$ cat src/rtl/hvtps_pkg.sv
// Package for the HV thermal unit power sequencer.
// Holds the state enum, payload and configuration structs, register indexes and constants.
// No dependencies.
`default_nettype none
package hvtps_pkg;

    typedef enum logic [2:0] {
        ST_SLEEP     = 3'd0,
        ST_WAKE      = 3'd1,
        ST_CLOSE     = 3'd2,
        ST_PRECHARGE = 3'd3,
        ST_OPERATE   = 3'd4,
        ST_WAITDOWN  = 3'd5,
        ST_POWEROFF  = 3'd6,
        ST_OPEN      = 3'd7
    } t_state;

    typedef enum logic [2:0] {
        REG_MIN_HV_VOLTAGE     = 3'd0,
        REG_WAKE_SETTLE_MS     = 3'd1,
        REG_CONTACTOR_CLOSE_MS = 3'd2,
        REG_PRECHARGE_LIMIT_MS = 3'd3,
        REG_SHUTDOWN_WAIT_MS   = 3'd4,
        REG_POWER_OFF_WAIT_MS  = 3'd5,
        REG_CONTACTOR_OPEN_MS  = 3'd6,
        REG_UNUSED             = 3'd7
    } t_reg_idx;

    localparam int unsigned CFG_IDX_W  = 3;
    localparam int unsigned CFG_DATA_W = 16;

    localparam logic [15:0] RST_MIN_HV_VOLTAGE     = 16'd500;
    localparam logic [15:0] RST_WAKE_SETTLE_MS     = 16'd5000;
    localparam logic [15:0] RST_CONTACTOR_CLOSE_MS = 16'd100;
    localparam logic [15:0] RST_PRECHARGE_LIMIT_MS = 16'd30000;
    localparam logic [15:0] RST_SHUTDOWN_WAIT_MS   = 16'd1000;
    localparam logic [15:0] RST_POWER_OFF_WAIT_MS  = 16'd5000;
    localparam logic [15:0] RST_CONTACTOR_OPEN_MS  = 16'd300;

    localparam logic [15:0] SHUTDOWN_FAULT_HOLD_MS = 16'd2000;
    localparam logic [15:0] POWEROFF_FAULT_HOLD_MS = 16'd500;
    localparam logic [15:0] VOLT_INVALID           = 16'hFFFF;

    localparam logic [1:0] MODE_SELF_LOOP = 2'd1;
    localparam logic [1:0] REQ_INVALID    = 2'd3;

    localparam int unsigned FLT_WAKE      = 0;
    localparam int unsigned FLT_PRECHARGE = 1;
    localparam int unsigned FLT_UNIT      = 2;
    localparam int unsigned FLT_SHUTDOWN  = 3;
    localparam int unsigned FLT_POWEROFF  = 4;

    typedef struct packed {
        logic [15:0] min_hv_voltage;
        logic [15:0] wake_settle_ms;
        logic [15:0] contactor_close_ms;
        logic [15:0] precharge_limit_ms;
        logic [15:0] shutdown_wait_ms;
        logic [15:0] power_off_wait_ms;
        logic [15:0] contactor_open_ms;
    } t_cfg;

    typedef struct packed {
        logic [9:0]        elapsed_ms;
        logic              on_request;
        logic [15:0]       hv_reference;
        logic signed [7:0] temp_reference;
        logic [1:0]        mode_request;
        logic [1:0]        charging_request;
        logic [1:0]        fb_work_status;
        logic [1:0]        fb_relay_status;
        logic [1:0]        fb_fault_level;
        logic [5:0]        fb_fault_code;
    } t_in;

    typedef struct packed {
        logic [2:0]        seq_state;
        logic              wake_drive;
        logic              contactor_drive;
        logic [1:0]        sp_work_status;
        logic              sp_hv_request;
        logic              sp_relay;
        logic [1:0]        sp_charging;
        logic [15:0]       sp_hv_voltage;
        logic signed [7:0] sp_temperature;
        logic [4:0]        fault_flags;
    } t_out;

endpackage
`default_nettype wire

$ cat src/rtl/hvtps_cfg.sv
// Configuration register bank of the power sequencer.
// Depends on hvtps_pkg for register indexes, reset values and the t_cfg struct.
`default_nettype none
module hvtps_cfg
    import hvtps_pkg::*;
(
    input  wire logic                  i_clk,
    input  wire logic                  i_rst_n,
    input  wire logic                  i_cfg_we,
    input  wire logic [CFG_IDX_W-1:0]  i_cfg_idx,
    input  wire logic [CFG_DATA_W-1:0] i_cfg_data,
    output t_cfg                       o_cfg
);

    t_cfg r_cfg;

    always_ff @(posedge i_clk) begin
        if (!i_rst_n) begin
            r_cfg.min_hv_voltage     <= RST_MIN_HV_VOLTAGE;
            r_cfg.wake_settle_ms     <= RST_WAKE_SETTLE_MS;
            r_cfg.contactor_close_ms <= RST_CONTACTOR_CLOSE_MS;
            r_cfg.precharge_limit_ms <= RST_PRECHARGE_LIMIT_MS;
            r_cfg.shutdown_wait_ms   <= RST_SHUTDOWN_WAIT_MS;
            r_cfg.power_off_wait_ms  <= RST_POWER_OFF_WAIT_MS;
            r_cfg.contactor_open_ms  <= RST_CONTACTOR_OPEN_MS;
        end else if (i_cfg_we) begin
            unique case (t_reg_idx'(i_cfg_idx))
                REG_MIN_HV_VOLTAGE:     r_cfg.min_hv_voltage     <= i_cfg_data;
                REG_WAKE_SETTLE_MS:     r_cfg.wake_settle_ms     <= i_cfg_data;
                REG_CONTACTOR_CLOSE_MS: r_cfg.contactor_close_ms <= i_cfg_data;
                REG_PRECHARGE_LIMIT_MS: r_cfg.precharge_limit_ms <= i_cfg_data;
                REG_SHUTDOWN_WAIT_MS:   r_cfg.shutdown_wait_ms   <= i_cfg_data;
                REG_POWER_OFF_WAIT_MS:  r_cfg.power_off_wait_ms  <= i_cfg_data;
                REG_CONTACTOR_OPEN_MS:  r_cfg.contactor_open_ms  <= i_cfg_data;
                default: begin
                end
            endcase
        end
    end

    assign o_cfg = r_cfg;

endmodule
`default_nettype wire

$ cat src/rtl/hvtps_core.sv
// Sequencer core: state machine, countdown timer, latched modes and sticky faults.
// Result is combinational from the registered step; state advances on i_step.
// Depends on hvtps_pkg.
`default_nettype none
module hvtps_core
    import hvtps_pkg::*;
(
    input  wire logic i_clk,
    input  wire logic i_rst_n,
    input  wire logic i_step,
    input  wire t_in  i_in,
    input  wire t_cfg i_cfg,
    output t_out      o_res
);

    t_state      r_state, n_state;
    logic [15:0] r_cd, n_cd;
    logic [1:0]  r_wm, n_wm;
    logic [1:0]  r_cm, n_cm;
    logic [4:0]  r_flt, n_flt;

    logic [15:0] cd_dec;
    logic        expired;
    logic [1:0]  wm_lat;
    logic        fb_any;
    logic        relay_closed;

    logic        wake, cont, hvreq, relay;
    logic [1:0]  ws, chg;
    logic [15:0] volt;

    always_comb begin
        cd_dec       = (r_cd > {6'd0, i_in.elapsed_ms}) ? (r_cd - {6'd0, i_in.elapsed_ms})
                                                        : 16'd0;
        expired      = (cd_dec == 16'd0);
        wm_lat       = (i_in.mode_request != REQ_INVALID) ? i_in.mode_request : r_wm;
        n_cm         = (i_in.charging_request != REQ_INVALID) ? i_in.charging_request : r_cm;
        relay_closed = (i_in.fb_relay_status != 2'd0);
        fb_any       = (i_in.fb_work_status != 2'd0) || relay_closed
                    || (i_in.fb_fault_level != 2'd0) || (i_in.fb_fault_code != 6'd0);
    end

    always_comb begin
        n_state = r_state;
        n_cd    = cd_dec;
        n_wm    = wm_lat;
        n_flt   = r_flt;
        unique case (r_state)
            ST_SLEEP: begin
                if (i_in.hv_reference >= i_cfg.min_hv_voltage && i_in.on_request) begin
                    n_cd    = i_cfg.wake_settle_ms;
                    n_state = ST_WAKE;
                end
            end
            ST_WAKE: begin
                if (expired) begin
                    if (fb_any) begin
                        n_state         = ST_SLEEP;
                        n_flt[FLT_WAKE] = 1'b1;
                    end else begin
                        n_cd    = i_cfg.contactor_close_ms;
                        n_state = ST_CLOSE;
                    end
                end
            end
            ST_CLOSE: begin
                if (expired) begin
                    n_cd    = i_cfg.precharge_limit_ms;
                    n_state = ST_PRECHARGE;
                end
            end
            ST_PRECHARGE: begin
                if (relay_closed) begin
                    n_wm    = MODE_SELF_LOOP;
                    n_state = ST_OPERATE;
                end else if (expired) begin
                    n_state              = ST_WAITDOWN;
                    n_flt[FLT_PRECHARGE] = 1'b1;
                end
            end
            ST_OPERATE: begin
                if (!i_in.on_request || i_in.fb_fault_level != 2'd0) begin
                    n_cd    = i_cfg.shutdown_wait_ms;
                    n_state = ST_WAITDOWN;
                end
                if (i_in.fb_fault_level != 2'd0) begin
                    n_flt[FLT_UNIT] = 1'b1;
                end
            end
            ST_WAITDOWN: begin
                if (i_in.fb_work_status == 2'd0) begin
                    n_cd    = i_cfg.power_off_wait_ms;
                    n_state = ST_POWEROFF;
                end else if (expired) begin
                    n_cd                = SHUTDOWN_FAULT_HOLD_MS;
                    n_flt[FLT_SHUTDOWN] = 1'b1;
                    n_state             = ST_POWEROFF;
                end
            end
            ST_POWEROFF: begin
                if (!relay_closed) begin
                    n_cd    = i_cfg.contactor_open_ms;
                    n_state = ST_OPEN;
                end else if (expired) begin
                    n_cd                = POWEROFF_FAULT_HOLD_MS;
                    n_flt[FLT_POWEROFF] = 1'b1;
                    n_state             = ST_OPEN;
                end
            end
            ST_OPEN: begin
                if (expired) begin
                    n_state = ST_SLEEP;
                end
            end
            default: begin
                n_state = ST_SLEEP;
            end
        endcase
    end

    always_comb begin
        wake  = 1'b1;
        cont  = 1'b1;
        ws    = 2'd0;
        hvreq = 1'b0;
        relay = 1'b0;
        chg   = 2'd0;
        volt  = VOLT_INVALID;
        unique case (r_state)
            ST_SLEEP: begin
                wake = 1'b0;
                cont = 1'b0;
            end
            ST_WAKE: begin
                cont = 1'b0;
            end
            ST_CLOSE: begin
            end
            ST_PRECHARGE, ST_WAITDOWN: begin
                hvreq = 1'b1;
                relay = 1'b1;
                volt  = i_in.hv_reference;
            end
            ST_OPERATE: begin
                ws    = wm_lat;
                hvreq = 1'b1;
                relay = 1'b1;
                chg   = n_cm;
                volt  = i_in.hv_reference;
            end
            ST_POWEROFF: begin
                relay = 1'b1;
                volt  = i_in.hv_reference;
            end
            ST_OPEN: begin
                cont = 1'b0;
            end
            default: begin
            end
        endcase
    end

    always_comb begin
        o_res.seq_state       = n_state;
        o_res.wake_drive      = wake;
        o_res.contactor_drive = cont;
        o_res.sp_work_status  = ws;
        o_res.sp_hv_request   = hvreq;
        o_res.sp_relay        = relay;
        o_res.sp_charging     = chg;
        o_res.sp_hv_voltage   = volt;
        o_res.sp_temperature  = i_in.temp_reference;
        o_res.fault_flags     = n_flt;
    end

    always_ff @(posedge i_clk) begin
        if (!i_rst_n) begin
            r_state <= ST_SLEEP;
            r_cd    <= 16'd0;
            r_wm    <= 2'd0;
            r_cm    <= 2'd0;
            r_flt   <= 5'd0;
        end else if (i_step) begin
            r_state <= n_state;
            r_cd    <= n_cd;
            r_wm    <= n_wm;
            r_cm    <= n_cm;
            r_flt   <= n_flt;
        end
    end

endmodule
`default_nettype wire

$ cat src/rtl/hv_thermal_unit_power_sequencer_unit.sv
// Top level of the HV thermal unit power sequencer: input register, core, result register.
// Depends on hvtps_pkg, hvtps_cfg and hvtps_core.
//
//   channel  direction  handshake                    payload
//   in       input      i_in_valid / o_in_ready      i_in_data  (t_in)
//   out      output     o_out_valid / i_out_ready    o_out_data (t_out)
//   cfg      input      i_cfg_we                     i_cfg_idx, i_cfg_data
//
// One step per cycle sustained while the result register is not stalled; a step is held in the
// input register and its result is then captured in the result register.
// The state machine advances when a step moves from the input register to the result register.
// A stalled result register holds the pending step in the input register; no step is lost.
// Reset is synchronous, active low; both registers start empty, state starts in sleep.
`default_nettype none
module hv_thermal_unit_power_sequencer_unit
    import hvtps_pkg::*;
(
    input  wire logic                  i_clk,
    input  wire logic                  i_rst_n,
    input  wire logic                  i_in_valid,
    output logic                       o_in_ready,
    input  wire t_in                   i_in_data,
    output logic                       o_out_valid,
    input  wire logic                  i_out_ready,
    output t_out                       o_out_data,
    input  wire logic                  i_cfg_we,
    input  wire logic [CFG_IDX_W-1:0]  i_cfg_idx,
    input  wire logic [CFG_DATA_W-1:0] i_cfg_data
);

    t_cfg cfg;
    t_in  r_in;
    logic r_in_valid;
    t_out r_out;
    logic r_out_valid;
    t_out res;
    logic step;

    assign step        = r_in_valid && (!r_out_valid || i_out_ready);
    assign o_in_ready  = !r_in_valid || step;
    assign o_out_valid = r_out_valid;
    assign o_out_data  = r_out;

    hvtps_cfg u_cfg (
        .i_clk      (i_clk),
        .i_rst_n    (i_rst_n),
        .i_cfg_we   (i_cfg_we),
        .i_cfg_idx  (i_cfg_idx),
        .i_cfg_data (i_cfg_data),
        .o_cfg      (cfg)
    );

    hvtps_core u_core (
        .i_clk   (i_clk),
        .i_rst_n (i_rst_n),
        .i_step  (step),
        .i_in    (r_in),
        .i_cfg   (cfg),
        .o_res   (res)
    );

    always_ff @(posedge i_clk) begin
        if (!i_rst_n) begin
            r_in_valid <= 1'b0;
        end else if (o_in_ready) begin
            r_in_valid <= i_in_valid;
        end
    end

    always_ff @(posedge i_clk) begin
        if (i_in_valid && o_in_ready) begin
            r_in <= i_in_data;
        end
    end

    always_ff @(posedge i_clk) begin
        if (!i_rst_n) begin
            r_out_valid <= 1'b0;
        end else if (step) begin
            r_out_valid <= 1'b1;
        end else if (i_out_ready) begin
            r_out_valid <= 1'b0;
        end
    end

    always_ff @(posedge i_clk) begin
        if (step) begin
            r_out <= res;
        end
    end

endmodule
`default_nettype wire
$ cat config.mk
export PLATFORM = sky130hd
export DESIGN_NAME = hv_thermal_unit_power_sequencer_unit
export DESIGN_NICKNAME = d
export VERILOG_FILES = /design/src/rtl/hvtps_pkg.sv /design/src/rtl/hvtps_cfg.sv /design/src/rtl/hvtps_core.sv /design/src/rtl/hv_thermal_unit_power_sequencer_unit.sv
export SDC_FILE = /design/constraint.sdc
export NUM_CORES = 1
export LEC_CHECK = 0
export ABC_AREA = 1
export BUFFER_PORTS_ARGS = -buffer_cell sky130_fd_sc_hd__buf_2
export CAP_MARGIN = 20
export CELL_PAD_IN_SITES_DETAIL_PLACEMENT = 1
export CELL_PAD_IN_SITES_GLOBAL_PLACEMENT = 1
export CORE_MARGIN = 10
export CORE_UTILIZATION = 41
export DETAILED_ROUTE_END_ITERATION = 16
export HOLD_SLACK_MARGIN = 0.02
export PLACE_DENSITY_LB_ADDON = 0.1
export SLEW_MARGIN = 40
export SYNTH_ARGS = -nofsm -noshare
export SYNTH_HDL_FRONTEND = slang
export SYNTH_HIERARCHICAL = 1
export SYNTH_SLANG_ARGS = --single-unit
$ cat constraint.sdc
create_clock -name i_clk -period 10.14 [get_ports i_clk]
set_input_delay 1.521 -clock i_clk [delete_from_list [all_inputs] [get_ports i_clk]]
set_output_delay 1.521 -clock i_clk [all_outputs]
set_load 0.005 [all_outputs]
==> impl_metrics.ini, run 1 <==
[timing]
fin_tns_setup_ps = 0
finClkSkew_ps = 24.9
finalHoldViolCount = 0
max_slew.worst_pin.slew_ps = 827
max_freq_mhz = 261
period_needed_ps = 3820
rsz0062_at_grt = no
fin_crit_sh_pct = 37.7
drv_slew = 0
slew_headroom_pct = 44.8
setup_viol = 0

[routing]
firstDrtPassIters = 5
drt-total-wl_um = 38300
vias_per_cell = 5.14
drc = 0
wl_per_cell_um = 19.1
drt_iter0_markers = 600
vias = 10292
drtAntennaViolNets = 0

[die]
row_count = 61
initial_core_util_pct = 41.4
boundaryPins = 117
die_area_mm2 = 0.0351
chipHeight_um = 187
die_w_um = 187
core_area_mm2 = 0.0277

[critical_path]
cp.arrival_ps = 4260
cp-end-kind = flop
path_class = reg -> reg
path_max_fanout = 26
required_ps = 10580
worstSetupStartpointType = flop

[min_path]
min_path_type = reg -> reg

[yosys]
syn_area_per_cell_um2 = 7.57
yosys_most_used_dff = dfxtp_1
ys_async_sr_fraction_pct = 0
yosysWarnings = 6
synth_seq_cells = 233
syn_area_mm2 = 0.0115
synth_nets = 1617
synth_edf_count = 91
yosysSeqAreaShare_pct = 48.6
ys_types = 48
syn_inst = 1515

[flow_run]
maxCapViolCount = 0

[cells_and_area]
antenna_cells = 0
fillCellCount = 3492
layout-drive-gt1-share_pct = 13.2
fin_cells = 2004
fin_util_pct = 47.9
layout_common_cells = nand2_1, nor2_1, nand3_1
final_common_cell = nand2_1
area_growth_pct = 15.8
fin_nets = 1707

[global_route]
grt_pass1_vias = 10602
grt_antenna_before_repair = 1
grt_max_degree = 104
track_usage_pct = 21.4
grt-ovfl-total = 0
grt_pass1_wl_um = 60600

[clock_tree]
clk_pin_slew_worst_paths_ps = 60
clockBufferDepth = 3
cts_setup_buffers = 0
clkLatencyLatePin_ps = 570
cts_buffers = 27
ctsResizeCount = 0
cts_hold_buf = 0
cts_tree = yes
h-tree-depth = 1
cts_num_sinks = 233
root_buffer = clkbuf_16

[pwr]
p_switching_uw = 699
peakVddDrop_mv = 0.141
swShare_pct = 28.3
p_per_area_mw_per_mm2 = 186
seqPwrFrac_pct = 42.2
p_total_mw = 2.47
comb_power_share_pct = 15.7
p_int_mw = 1.78
power_leakage_nw = 6.03
clock_power_share_pct = 42.1

[placement]
place_inst = 1954
port_buffers = 116
dp_hpwl_um = 28200
place.gp.congestion = 0.930

[outcome]
outcome = complete, no violations
## metrics by stage
stage	worst slack, ps	hold slack [ps]	area, um^2
2_1_floorplan	5500	419	11500
3_3_place_gp	6520	401	12300
3_5_place_dp	6390	406	12300
4_1_cts	6350	420	13300
5_1_grt	5950	429	13300
6_report	6320	418	13300
## synth_stat cells, types with 3 or more instances
cell | n | area (um^2)
a21oi_1 | 80 | 400
nand3_1 | 163 | 816
ha_1 | 26 | 325
nor2_1 | 237 | 890
dfxtp_1 | 142 | 2840
nand2_1 | 385 | 1450
nand4_1 | 10 | 62.6
inv_1 | 163 | 612
nor3_1 | 6 | 30.0
xnor2_1 | 3 | 26.3
o21ai_2 | 4 | 35.0
o21ai_1 | 19 | 95.1
nor2_4 | 3 | 33.8
buf_6 | 5 | 56.3
buf_2 | 17 | 85.1
buf_1 | 9 | 33.8
a21oi_2 | 4 | 35.0
nand2_2 | 5 | 31.3
edfxtp_1 | 91 | 2730
nor2_2 | 10 | 62.6
clkinv_1 | 4 | 15.0
o211ai_1 | 5 | 37.5
o21ai_0 | 47 | 235
a31oi_1 | 4 | 25.0
a22o_1 | 7 | 61.3
inv_2 | 4 | 15.0
buf_4 | 15 | 113
nand3_2 | 4 | 40.0
clkbuf_1 | 20 | 75.1
## registers in the layout, indices dropped and copies added (netlist names), 2 cells and up
register,count
u_core/r_state,3
r_in,51
u_core/r_cm,2
u_cfg/o_cfg,112
u_core/r_cd,16
u_core/r_wm,2
u_core/r_flt,5
o_out_data,40
## power groups by stage
stage	sequential (mW)	combinational (mW)	clock, mW
2_1_floorplan	1.06	0.261	0
5_1_grt	1.05	0.438	1.10
4_1_cts	1.05	0.386	1.06
3_5_place_dp	1.07	0.383	0
6_report	1.04	0.388	1.04
3_3_place_gp	1.06	0.378	0
## logic make-up after synthesis
group / count (synthesis) / synth area share (%)
xor gates and xnor gates: 4 / 0.305
DFF: 233 / 48.6
AOI/OAI and AO/OA: 181 / 8.83
adders and majority gates: 27 / 3.01
buffers and inverters: 237 / 8.76
and+or+nand+nor: 833 / 30.5
## critical path, cell delays in order (launching register included)
cell and delay (ps):
edfxtp_1 370, ha_1 230, fa_1 400, inv_1 110
nand2_1 60, nand2_1 80, nand3_1 70, nand2_1 120
nand2_2 90, a21oi_2 540, nand3_1 320, nand2_1 180
nor2_2 60, nand3_4 250, inv_2 200, nand2_1 170
nand3_1 90, nor2_1 100, nand3_1 90, nor2_1 100
nor2_1 40
## path summary, 6_finish.rpt
kind	end	startpoint	depth (start not counted)	slack, ps
worst max-delay path	u_core/r_cd[5]	r_in[41]	20	6320
worst min-delay path	o_out_data[11]	r_in[22]	0	420
worst max register to register	u_core/r_cd[5]	r_in[41]	20	6320
worst min register to register	o_out_data[11]	r_in[22]	0	420
## layout make-up
cell class / count / area (um^2) / area share (%)
inverter: 171 / 642 / 4.83
clock inverter: 7 / 106 / 0.801
timing repair buffer: 127 / 673 / 5.07
clock buffer: 43 / 867 / 6.53
tap: 378 / 473 / 3.56
sequential: 233 / 5580 / 42.0
multi-input combinational: 1045 / 4940 / 37.2
## routing by layer
layer	up-vias	global-route usage (%)	routed length, um
met4	2	4.68	775
li1	5074	-	-
met5	-	0	11
met1	4940	28.5	17600
met2	223	36.4	18200
met3	53	2.59	1680
No activity file was read; power rests on OpenSTA's default activity.
==> inputs of run 2 (changes only) <==
clock period = 3.7 ns   (was 10.14 ns; I/O delays follow)
==> run 2 against run 1 <==
Effect of this change: largest cell class unchanged; critical path type unchanged; clock power rose by 140%; clock skew down 11 ps; hold slack lost 240 ps; core utilization shrank 0.19 points; final cell count increased by 0.80%; global-route usage fell by 0.083 points; combinational power increased to 2.8 times the previous value; register-to-register slack worse by 5900 ps; worst setup slack got worse by 5900 ps; sequential cell count did not move.
==> impl_metrics.ini, run 2 (synthesis results as in run 1) <==
[global_route]
grt_antenna_before_repair = 1
track_usage_pct = 21.3
grt_pass1_wl_um = 60100
grt-ovfl-total = 0
grt_max_degree = 68
grt_pass1_vias = 10491

[clock_tree]
clkLatencyLatePin_ps = 540
clk_pin_slew_worst_paths_ps = 60
root_buffer = clkbuf_16
h-tree-depth = 1
cts_hold_buf = 0
cts_tree = yes
cts_buffers = 27
clockBufferDepth = 3
cts_num_sinks = 233

[min_path]
min_path_type = in -> reg
hold_depth = 1
min_to = r_in[5]
min_from = i_in_data[5]

[placement]
dp_hpwl_um = 28500
port_buffers = 116
place.gp.congestion = 0.921
place_inst = 1969

[routing]
routed.top_layer = met4
wl_met2_um = 18800
vias = 10384
drt_iter0_markers = 578
drc = 0
drt-total-wl_um = 38700
drtAntennaViolNets = 0
wl_per_cell_um = 19.2
firstDrtPassIters = 4
met3WireLength_um = 1780
drt-met1-wl_um = 17400
vias_per_cell = 5.14

[flow_run]
maxCapViolCount = 0

[die]
core_area_mm2 = 0.0277
row_count = 61
die_w_um = 187
chipHeight_um = 187
die_area_mm2 = 0.0351
boundaryPins = 117
initial_core_util_pct = 41.4

[timing]
max_slew.worst_pin.slew_ps = 822
drv_slew = 0
finClkSkew_ps = 13.5
fin_crit_sh_pct = 89.6
rsz0062_at_grt = no
whs_ps = 183
slew_headroom_pct = 45.1
period_needed_ps = 3310
max_freq_mhz = 302
finalHoldViolCount = 0
fin_tns_setup_ps = 0
setup_viol = 0

[pwr]
peakVddDrop_mv = 0.479
p_per_area_mw_per_mm2 = 486
power_leakage_nw = 6.02

[cells_and_area]
layout_common_cells = nand2_1, nor2_1, nand3_1
final_common_cell = nand2_1
area_growth_pct = 15.3
layout-drive-gt1-share_pct = 13.5
fillCellCount = 3518
fin_nets = 1723
largest_reg_flops = 112
seq_area_mm2 = 0.00558
multi_input_area_mm2 = 0.00494
fin_util_pct = 47.7
fin_cells = 2020

[critical_path]
worst_r2r_endpoint = u_core/r_cd[5]
worstSetupStartpointType = flop
path_max_fanout = 13
cp-end-kind = flop
reg2reg_depth = 21
path_class = reg -> reg
cp.arrival_ps = 3740
reg2reg_from = r_in[41]
r2r_slack_ps = 390
required_ps = 4120

[outcome]
outcome = complete, no violations
[run 2: routing by layer]
metal | vias to the layer above | global-route usage [%]
li1 | 5102 | -
met1 | 5005 | 27.8
met2 | 228 | 37.1
met3 | 49 | 2.91
met4 | 0 | 3.97
met5 | - | 0
[run 2: worst max path at each step]
| stage | slack [ps] | to | cells past startpoint | from |
|---|---|---|---|---|
| floorplan | 30 | u_core/r_cd[11] | 9 | i_out_ready |
| global placement | 380 | u_core/r_cd[5] | 21 | r_in[41] |
| detailed placement | 290 | u_core/r_cd[11] | 21 | r_in[41] |
| CTS | 260 | u_core/r_cd[5] | 21 | r_in[41] |
| global route | 80 | u_core/r_cd[13] | 20 | r_in[43] |
| finish | 390 | u_core/r_cd[5] | 21 | r_in[41] |
[run 2: where the power goes]
part	total (mW)	switching (mW)	internal, mW
clock network	2.48	1.06	1.42
logic	1.09	0.756	0.334
registers	2.86	0.0672	2.79
[run 2: critical path, cell delays in order, from the launching register on]
cell and delay (ps):
edfxtp_1 360, ha_1 230, fa_1 400, inv_1 110, nand2_1 50, nand2_1 70
nand3_1 70, nand2_1 130, nand2_2 90, a21oi_2 240, buf_4 220, o21ai_2 80
nand2_2 100, nor2_4 50, nand3_4 210, inv_2 170, nand2_1 170, nand3_1 90
nor2_1 110, nand3_1 80, nor2_1 110, nor2_1 50
[run 2: cell type report]
cell class / count / area share, %
multi-input combinational: 1046 / 37.3
clock inverter: 11 / 0.416
antenna: 1 / 0.0189
timing repair buffer: 142 / 5.91
sequential: 233 / 42.2
tap: 378 / 3.58
inverter: 171 / 4.85
clock buffer: 38 / 5.73
[run 2: metrics by stage]
step | setup slack, ps | power [mW] | cell area (um^2)
after global placement | 385 | 3.96 | 12400
after floorplan | 28.3 | 3.61 | 11500
after CTS | 261 | 6.47 | 13200
after global routing | 83.6 | 6.73 | 13200
after detailed placement | 287 | 3.98 | 12400
final | 386 | 6.43 | 13200
[run 2: timing repair]
item | 4_1_cts | 5_1_grt
endpoints found under the setup margin | 0 | 3
setup buffers | 0 | 0
resized for setup | 0 | 1
==> inputs of run 3 (changes only) <==
ABC_AREA = unset   (was 1)
CORE_ASPECT_RATIO = 0.75   (was unset)
SYNTH_HIERARCHICAL = unset   (was 1)
==> run 3 against run 2 <==
Effect of this change: clock-buffer cell count shrank 11; sequential share of layout area grew 2.4 points; die area shrank 7.0%; power grew 2.8%; synthesized area shrank 8.0%; synthesized cell count shrank 23%; clock power grew 2%; non-clock buffer count grew 13; largest cell class unchanged.
==> impl_metrics.ini, run 3 <==
[yosys]
yosysSeqAreaShare_pct = 52.8
yosysWarnings = 0
syn_inst = 1160
synth_top_family_by_area = simple AND/OR/NAND/NOR gates
ys_async_sr_fraction_pct = 0
synthSimpleGateAreaFrac_pct = 20.2
syn_area_mm2 = 0.0106
yosys.area.top_type_share_pct = 26.9
synth_edf_count = 91
yosys_most_used_dff = dfxtp_1
ys_types = 71
synth_compound_area_share_pct = 18.8
syn_area_per_cell_um2 = 9.10
synthXorXnorAreaFrac_pct = 0.664
yosysMostFrequentCell = nand2_1
synthTopCellsByArea = dfxtp_1, edfxtp_1, nand2_1, a21oi_1, ha_1
synth.largest_area_cell = dfxtp_1
muxShareOfSynthArea_pct = 0.711
synth_nets = 1262
synth_seq_cells = 233
synthAdderAreaFrac_pct = 3.27
synthTopCellsByCount = nand2_1, dfxtp_1, a21oi_1

[global_route]
grt-ovfl-total = 0
grt_antenna_before_repair = 3
grt_max_degree = 80
grt_pass1_wl_um = 57200
track_usage_pct = 22.2
grt_pass1_vias = 9626

[critical_path]
setup.worst_path.end = u_core.r_cd[6]
cp.arrival_ps = 4010
cp-startpoint = r_in[41]
reg2reg_depth = 11
reg2reg_from = r_in[41]
path_max_fanout = 7
cp-end-kind = flop
path_class = reg -> reg
worstSetupStartpointType = flop
r2r_slack_ps = 120
required_ps = 4130
worst_r2r_endpoint = u_core.r_cd[6]

[placement]
place_inst = 1589
dp_hpwl_um = 26800
post-place-ws_ps = 23.2
place.gp.congestion = 0.949
place_area_mm2 = 0.0116
port_buffers = 116

[die]
initial_core_util_pct = 42.0
row_count = 50
chipHeight_um = 159
die_w_um = 205
core_area_mm2 = 0.0251
boundaryPins = 117
die_area_mm2 = 0.0326

[cells_and_area]
layout-drive-gt1-share_pct = 18.2
layout_common_cells = nand2_1, dfxtp_1, a21oi_1
largest_reg_flops = 112
fin_nets = 1383
fin_cells = 1639
area_growth_pct = 18.4
fin_area_mm2 = 0.0125
final_common_cell = nand2_1
fin_util_pct = 49.7

[routing]
met3WireLength_um = 2350
drc = 0
drt-met1-wl_um = 17800
drtAntennaViolNets = 0
vias = 9285
wl_per_cell_um = 22.7
drt_iter0_markers = 700
drt-total-wl_um = 37200
routed.top_layer = met5
firstDrtPassIters = 5
vias_per_cell = 5.67
wl_met2_um = 16400

[clock_tree]
clk_pin_slew_worst_paths_ps = 70
clkLatencyLatePin_ps = 540
cts_num_sinks = 233
root_buffer = clkbuf_16
h-tree-depth = 1
clockBufferDepth = 3
cts_hold_buf = 0
cts_buffers = 25
cts_tree = yes

[pwr]
p_per_area_mw_per_mm2 = 529
power_leakage_nw = 4.87
peakVddDrop_mv = 0.383

[timing]
setup_viol = 0
worst_slack_ps = 121
period_needed_ps = 3580
max_slew.worst_pin.slew_ps = 876
slew_headroom_pct = 41.4
finalHoldViolCount = 0
drv_slew = 0
finClkSkew_ps = 18.1
fin_crit_sh_pct = 96.7
max_freq_mhz = 279

[flow_run]
maxCapViolCount = 0

[min_path]
min_path_type = in -> reg

[outcome]
outcome = complete, no violations
run 3: cell families after synthesis:
group,after synthesis
XOR/XNOR,8
multiplexers,7
buffers and inverters,98
flip-flops,233
AND/OR/NAND/NOR,486
AO/OA/AOI/OAI,301
adder cells (fa/ha/maj),27
run 3: layout make-up:
type                       count  area, um^2
antenna                        1        2.50
clock buffer                  27         633
clock inverter                19         180
fill                        2979       12600
inverter                      37         139
multi-input combinational    829        4650
sequential                   233        5580
tap                          338         423
timing repair buffer         155         898
run 3: power breakdown:
part	switching [mW]	internal (mW)	leakage, nW
clock	1.09	1.45	0.381
sequential	0.0716	2.78	1.98
combinational	0.792	0.430	2.51
total	1.95	4.66	4.87
run 3: how the worst min path moves through the flow:
stage                  start  depth (start not counted)             end
3_5_place_dp        r_in[17]                          0   o_out_data[6]
6_report       i_in_data[33]                          1        r_in[33]
5_1_grt        i_in_data[33]                          1        r_in[33]
4_1_cts        i_in_data[33]                          1        r_in[33]
2_1_floorplan       r_in[21]                          0  o_out_data[10]
3_3_place_gp        r_in[19]                          0   o_out_data[8]
run 3: what timing repair did:
| item | 4_1_cts | 5_1_grt |
|---|---|---|
| gates cloned | 0 | 0 |
| gates resized for setup | 0 | 4 |
| endpoints found under the hold margin | 0 | 0 |
| setup endpoints to repair | 1 | 8 |
| pin swaps | 0 | 2 |
| buffers inserted | 0 | 3 |
run 3: per-stage QoR:
step                hold slack, ps  TNS (ps)  power (mW)
finish                         186         0        6.61
global route                   175     -3.95        6.87
floorplan                      400         0        3.59
detailed placement             411         0        4.07
global placement               400         0        4.05
CTS                            165     -2.17        6.61
run 3: routing by layer:
| layer | GRT usage (%) | up-vias |
|---|---|---|
| met5 | 0 | - |
| met4 | 4.23 | 4 |
| met3 | 4.29 | 57 |
| met2 | 33.8 | 255 |
| met1 | 31.9 | 4596 |
| li1 | - | 4373 |
run 3: critical path, cell delays in order, from the launching register on:
cell and delay [ps]:
edfxtp_1 370, ha_1 240, fa_2 350, and2b_2 240, o211ai_1 110, a211oi_2 260, nor2_2 120, mux2_4 340
or4b_4 580, o21a_4 250, or3_1 350, a32o_1 260
